**config.mk**
```make
export PLATFORM = sky130hd
export DESIGN_NAME = itd_rank_cell
export DESIGN_NICKNAME = d
export VERILOG_FILES = /design/src/rtl/core/interaction_type_dictionary_macros.svh /design/src/rtl/core/itd_pkg.sv /design/src/rtl/core/itd_rank_cell.sv
export SDC_FILE = /design/constraint.sdc
export NUM_CORES = 1
export LEC_CHECK = 0
export BUFFER_PORTS_ARGS = -buffer_cell sky130_fd_sc_hd__buf_2
export CORE_MARGIN = 3
export CORE_UTILIZATION = 47
export DETAILED_ROUTE_END_ITERATION = 16
export PLACE_DENSITY_LB_ADDON = 0.15
export SYNTH_ARGS = -nofsm -noshare
export SYNTH_HDL_FRONTEND = slang
export SYNTH_SLANG_ARGS = --single-unit
```
**constraint.sdc**
```tcl
create_clock -name clk -period 3.62 [get_ports clk]
set_clock_uncertainty 0.05 [all_clocks]
set_input_delay 0 -clock clk [delete_from_list [all_inputs] [get_ports clk]]
set_output_delay 0 -clock clk [all_outputs]
set_load 0.005 [all_outputs]
```
**src/rtl/core/interaction_type_dictionary_macros.svh**
```systemverilog
// assertion helpers for the interaction type dictionary
`ifndef INTERACTION_TYPE_DICTIONARY_MACROS_SVH
`define INTERACTION_TYPE_DICTIONARY_MACROS_SVH
`ifndef SYNTHESIS
// property holds at every edge out of reset
`define ITD_ASSERT_ALWAYS(label, expr) \
  label: assert property (@(posedge clk) disable iff (!rst_n) (expr)) \
    else $error("itd check failed");
// consequent holds in the cycle after the antecedent
`define ITD_ASSERT_NEXT(label, ante, cons) \
  label: assert property (@(posedge clk) disable iff (!rst_n) (ante) |=> (cons)) \
    else $error("itd check failed");
`else
`define ITD_ASSERT_ALWAYS(label, expr)
`define ITD_ASSERT_NEXT(label, ante, cons)
`endif
`endif

```
**src/rtl/core/itd_pkg.sv**
```systemverilog
`default_nettype none
package itd_pkg;

  localparam logic [2:0] KIND_ATOM    = 3'd0;
  localparam logic [2:0] KIND_BOND    = 3'd1;
  localparam logic [2:0] KIND_ANGLE   = 3'd2;
  localparam logic [2:0] KIND_TORSION = 3'd3;
  localparam logic [2:0] KIND_PLANE   = 3'd4;
  localparam int unsigned NUM_KINDS   = 5;

  typedef struct packed {
    logic [2:0]  kind;
    logic [31:0] name_first;
    logic [31:0] name_second;
    logic [31:0] name_third;
    logic [31:0] name_fourth;
    logic [15:0] atom_first;
    logic [15:0] atom_second;
    logic [15:0] atom_third;
    logic [15:0] atom_fourth;
  } itd_in_t;

  typedef struct packed {
    logic [7:0]  type_index;
    logic        newly_added;
    logic        unknown_rank;
    logic        table_full;
    logic [15:0] out_atom_first;
    logic [15:0] out_atom_second;
    logic [15:0] out_atom_third;
    logic [15:0] out_atom_fourth;
  } itd_out_t;

endpackage
`default_nettype wire

```
**src/rtl/core/itd_rank_cell.sv**
```systemverilog
`default_nettype none
module itd_rank_cell import itd_pkg::*; #(
  parameter int unsigned IW = 8
) (
  input  wire logic          clk,
  input  wire logic          rst_n,
  input  wire logic          clear,
  input  wire logic [31:0]   key,
  input  wire logic          in_v,
  input  wire logic [IW-1:0] in_idx,
  input  wire logic [31:0]   in_name,
  output logic               nb_v,
  output logic [IW-1:0]      nb_idx,
  output logic [31:0]        nb_name,
  output logic               hit,
  output logic [IW-1:0]      rank
);

  logic          v_r, hit_r;
  logic [IW-1:0] idx_r, rank_r;
  logic [31:0]   name_r, key_r;
  logic          take;

  // first matching entry wins
  assign take = in_v && !hit_r && !clear && (in_name == key_r);

  always_ff @(posedge clk) begin
    if (!rst_n) begin
      v_r   <= 1'b0;
      hit_r <= 1'b0;
    end else begin
      v_r <= in_v;
      if (clear) begin
        hit_r <= 1'b0;
      end else if (take) begin
        hit_r <= 1'b1;
      end
    end
  end

  always_ff @(posedge clk) begin
    idx_r  <= in_idx;
    name_r <= in_name;
    if (clear) begin
      key_r <= key;
    end
    if (take) begin
      rank_r <= in_idx;
    end
  end

  assign nb_v    = v_r;
  assign nb_idx  = idx_r;
  assign nb_name = name_r;
  assign hit     = hit_r;
  assign rank    = rank_r;

endmodule
`default_nettype wire

```
# ---- Yosys cells after proc, flatten, opt, wreduce, memory -nomap -nowiden
# Index checks and enable logic that the tools add are counted.
dict set report word_totals {
  n_memories 0
  elab_cells 14
  romBits 0
  output_inout_bits 50
  ff_bits 82
  mem_bits_rw 0
  latch_bits 0
}
dict set report classes {
  eq_ne 1
  add_sub_neg 0
  shift 0
  magnitude_cmp 0
  n_div 0
  mul 0
  bitwise 1
  reduce_logical 6
  muxes 0
}
# cell n
set op_table {}
lappend op_table {{32-bit == test} 1}
lappend op_table {{1-bit logical AND} 3}
lappend op_table {{1-bit zero test} 2}
lappend op_table {{2-bit OR reduction} 1}
lappend op_table {{1-bit NOT} 1}

# ---- Longest topological paths before layout
dict set report depth {
  ltp_word 4
  depth_mapped 5
  depth_no_buf 5
}

# ---- Worst setup path before layout
# No wires, ideal clock.
dict set report synth_path {
  path_type {register -> register}
  startpoint {register key_r[14]}
  endpoint {register rank_r[0] (netlist: rank[0]), enable pin}
  setup_ps 373
  synth_period_minus_slack_ps 1774
  path_stages_with_launch 5
  arrival_ps 1351
  setup_slack_ps 1846
  cell_sequence {edfxtp_1 -> xor2_1 -> nor4_1 -> nand4_1 -> nor3_2}
}
dict set report synth_between {
  elab_chain_len 2
}
# item line_no
set synth_rtl {}
lappend synth_rtl {{start: declaration} itd_rank_cell.sv:21} ;# logic [31:0] name_r, key_r;
lappend synth_rtl {{start signal: assignment} itd_rank_cell.sv:45} ;# key_r <= key;
lappend synth_rtl {{32-bit == test} itd_rank_cell.sv:25} ;# assign take = in_v && !hit_r && !clear && (in_name == key_r);
lappend synth_rtl {{1-bit logical AND} itd_rank_cell.sv:25}
lappend synth_rtl {{net take} itd_rank_cell.sv:22} ;# logic take;
lappend synth_rtl {{end signal: assignment} itd_rank_cell.sv:48} ;# rank_r <= in_idx;
lappend synth_rtl {{end: declaration} itd_rank_cell.sv:20} ;# logic [IW-1:0] idx_r, rank_r;
# The timed path passes the listed nets, and every way through them passes these cells.
# A chain may end at the register's enable or synchronous reset.

# ---- Worst setup path after layout
dict set report layout_path {
  startpoint {register key_r[22]}
  endpoint {register rank_r[5] (netlist: rank[5]), enable pin}
}
# The elaborated chain is that of the path after synthesis.

==> impl_summary.txt <==
----------------------------------------------------
[Timing]
  Ratio of final minimum period to clock period ... 58.2%
  Setup repair after global routing missed its margin ... no
  Count of endpoints failing setup in the final report ... 0
  Number of pins with negative max-slew slack in the final report ... 0
  Final hold viol count ... 0
  Total negative slack ... 0 ns
  Normalized max-slew margin ... 51.2%
  F_max ... 0.475 GHz
  Final critical delay including setup and external delays ... 2.11 ns
  Worst slew pin tran ... 0.732 ns

[GRT]
  Met3 layer usage reported by global route ... 4.99%
  Number of antenna violations at the first check in global routing ... 0
  Most used routing layer ... met2
  Via count of the first global-routing pass ... 2,049
  Met1 demand-to-capacity share in global routing ... 22.7%
  Total routing usage reported by global routing ... 20.9%
  Global-route wire length before repair ... 9.61 mm
  Total global routing overflow ... 0
  Pin count of the biggest net entering global routing ... 35
  Met2 demand-to-capacity share in global routing ... 38.2%

[Synthesis]
  Post-synth design cell area ... 2420 um^2
  Post-synthesis instance total ... 129
  Number of synthesized register bits ... 82
  Portion of the post-synthesis area used by sequential elements ... 84.3%
  Syn_area_per_cell ... 18.8 um^2
  Count of yosys warnings during synthesis ... 0
  Syn nets ... 205
  Unique masters post-synth ... 12

[CTS]
  Worst-case clock buffer depth ... 2
  Clock insertion delay at the later pin of the skew report ... 0.33 ns
  Clock-pin slew on the worst setup and hold paths ... 0.08 ns
  Hold-fix buffers, CTS ... 74
  Number of buffers created by CTS ... 9
  # Post-CTS Setup Buffers ... 0
  Cts repair resizes ... 0
  CTS Root Buffer Type ... clkbuf_8
  Htree depth ... 3
  CTS tree ... yes
  Number of clock sinks ... 82

[Floorplan]
  Effective utilization at floorplan ... 50.0%
  Core region area ... 4850 um^2
  Top-level I/O count ... 126
  Die Footprint ... 6050 um^2
  Die W ... 77.8 um
  Height of the die ... 77.8 um
  Row Count ... 25

[Finish]
  Most used cells in the layout excluding fill and tap cells ... buf_2 (125), dlygate4sd3_1 (74), dfxtp_1 (42), edfxtp_1 (40), xor2_1 (29)
  Antenna diode count ... 0
  Synth-to-Final Area Change ... 68.6%
  Layout cell share with drive strength beyond 1 ... 41.0%
  Final net count ... 415
  Most common library cell in the layout ignoring fill and taps ... buf_2

[Worst hold path]
  Class of the most critical hold timing path ... input pin to flip-flop
  Endpoint of the worst hold path ... key_r[4]$_DFFE_PP_
  Hold Startpoint ... clear
  Hold path cells ... 1

[Drt]
  DR DRC count ... 0
  Avg WL per Cell ... 14.3 um
  Total wire length after detailed routing ... 5.90 mm
  Number of iterations in the first detailed-routing pass ... 4
  Vias after detailed routing ... 1,782
  Remaining antenna violation count after routing ... 0
  Via density ... 4.34
  Detailed Route Iter0 Violations ... 57

[Power and ir drop]
  Peak supply drop ... 0.366 mV
  Power density relative to cell area ... 468 nW/um^2
  Design internal power ... 1.52 mW
  Proportion of power drawn by flip-flops and latches ... 54.8%
  Leakage power summed over all cells ... 1.82 nW
  Total power after layout ... 1.91 mW
  Part of the total power dissipated in the clock network ... 35.4%
  Switching part of the total ... 20.2%
  Portion of total power attributed to combinational logic ... 9.8%
  Switching power ... 0.387 mW

[Setup path]
  Worst setup path start ... key_r[22]$_DFFE_PP_
  Reg-to-reg critical path startpoint ... key_r[22]$_DFFE_PP_
  Critical Setup Path Class ... flip-flop to flip-flop
  CP Launch Type ... flip-flop
  Path depth of the worst reg2reg path ... 4
  Worst-path fanout max ... 9
  Reg-to-reg critical path endpoint ... rank[5]$_DFFE_PP_
  WP data required ... 3.53 ns
  Slack of the worst reg-to-reg path ... 1.51 ns
  Endpoint type of the worst setup path ... flip-flop
  Worst path arrival time ... 2.02 ns

[Placement]
  Number of buffers inserted by port buffering ... 125
  Placer congestion estimate ... 0.697

[Run]
  Max Cap Viol ... 0

[Outcome]
  Result of the run ... finished, final reports clean

----------------------------------------------------
cell usage after synthesis:
library cell	number	area [um^2]
nor4_1	7	43.8
and2_1	1	6.26
xor2_1	29	254
edfxtp_1	40	1200
xnor2_1	3	26.3
nor3_2	1	10.0
nand4_1	2	12.5
inv_1	1	3.75
dfxtp_1	42	841
o211a_1	1	10.0
nor4b_1	1	8.76
nand3_1	1	5.00
cell type report:
cell class / count / area, um^2
multi-input cells: 46 / 377
well taps: 67 / 83.8
flip-flops and latches: 82 / 2040
fillers: 251 / 763
repair buffers: 199 / 1370
clock inverters: 4 / 46.3
clock buffers: 12 / 166
inverters: 1 / 3.75
power groups by stage:
stage / combinational [mW] / sequential (mW) / clock [mW]
finish: 0.187 / 1.05 / 0.677
global route: 0.205 / 1.05 / 0.727
CTS: 0.183 / 1.04 / 0.688
detailed placement: 0.121 / 1.07 / 0
floorplan: 0.0332 / 1.07 / 0
global placement: 0.119 / 1.06 / 0
layer usage:
metal / routed length [um] / vias up
li1: - / 876
met1: 2260 / 814
met2: 3150 / 84
met3: 408 / 8
met4: 82 / 0
met5: 0 / -
critical path, cell delays in order, from the launching register on:
cell and delay, ns:
edfxtp_1 0.38, xor2_1 0.17, nor4_1 0.38, nand4_1 0.18, nor3_2 0.58
state kept, by name, summed over array words and instances, names as in the netlist:
name / count
hit: 1
key_r: 32
nb_idx: 8
nb_name: 32
nb_v: 1
rank: 8
cells by family (layout without fill, tap and decap cells):
group                  Yosys count  in the layout  share of synthesized area [%]
AO/OA/AOI/OAI                    1              1                          0.413
buffers and inverters            1            216                          0.155
AND/OR/NAND/NOR                 13             13                           3.56
XOR/XNOR                        32             32                           11.6
flip-flops                      82             82                           84.3
per-stage QoR:
step / setup WS (ns) / cell area, um^2 / hold slack (ns) / cells / util [%]
finish: 1.51 / 4090 / 0.219 / 411 / 84.3
global placement: 1.49 / 3130 / 0.0672 / 321 / 64.6
global route: 1.34 / 4090 / 0.235 / 411 / 84.3
CTS: 1.48 / 4090 / 0.216 / 411 / 84.3
detailed placement: 1.49 / 3130 / 0.0657 / 321 / 64.6
floorplan: 1.85 / 2420 / -0.0223 / 129 / -
worst max path at each step:
stage / end / slack, ns / cells past startpoint
6_report: rank[5]$_DFFE_PP_ / 1.51 / 4
3_5_place_dp: rank[7]$_DFFE_PP_ / 1.49 / 4
5_1_grt: rank[4]$_DFFE_PP_ / 1.34 / 4
2_1_floorplan: rank[0]$_DFFE_PP_ / 1.85 / 4
3_3_place_gp: rank[1]$_DFFE_PP_ / 1.49 / 4
4_1_cts: rank[5]$_DFFE_PP_ / 1.48 / 4
(Power assumes the default switching activity.)
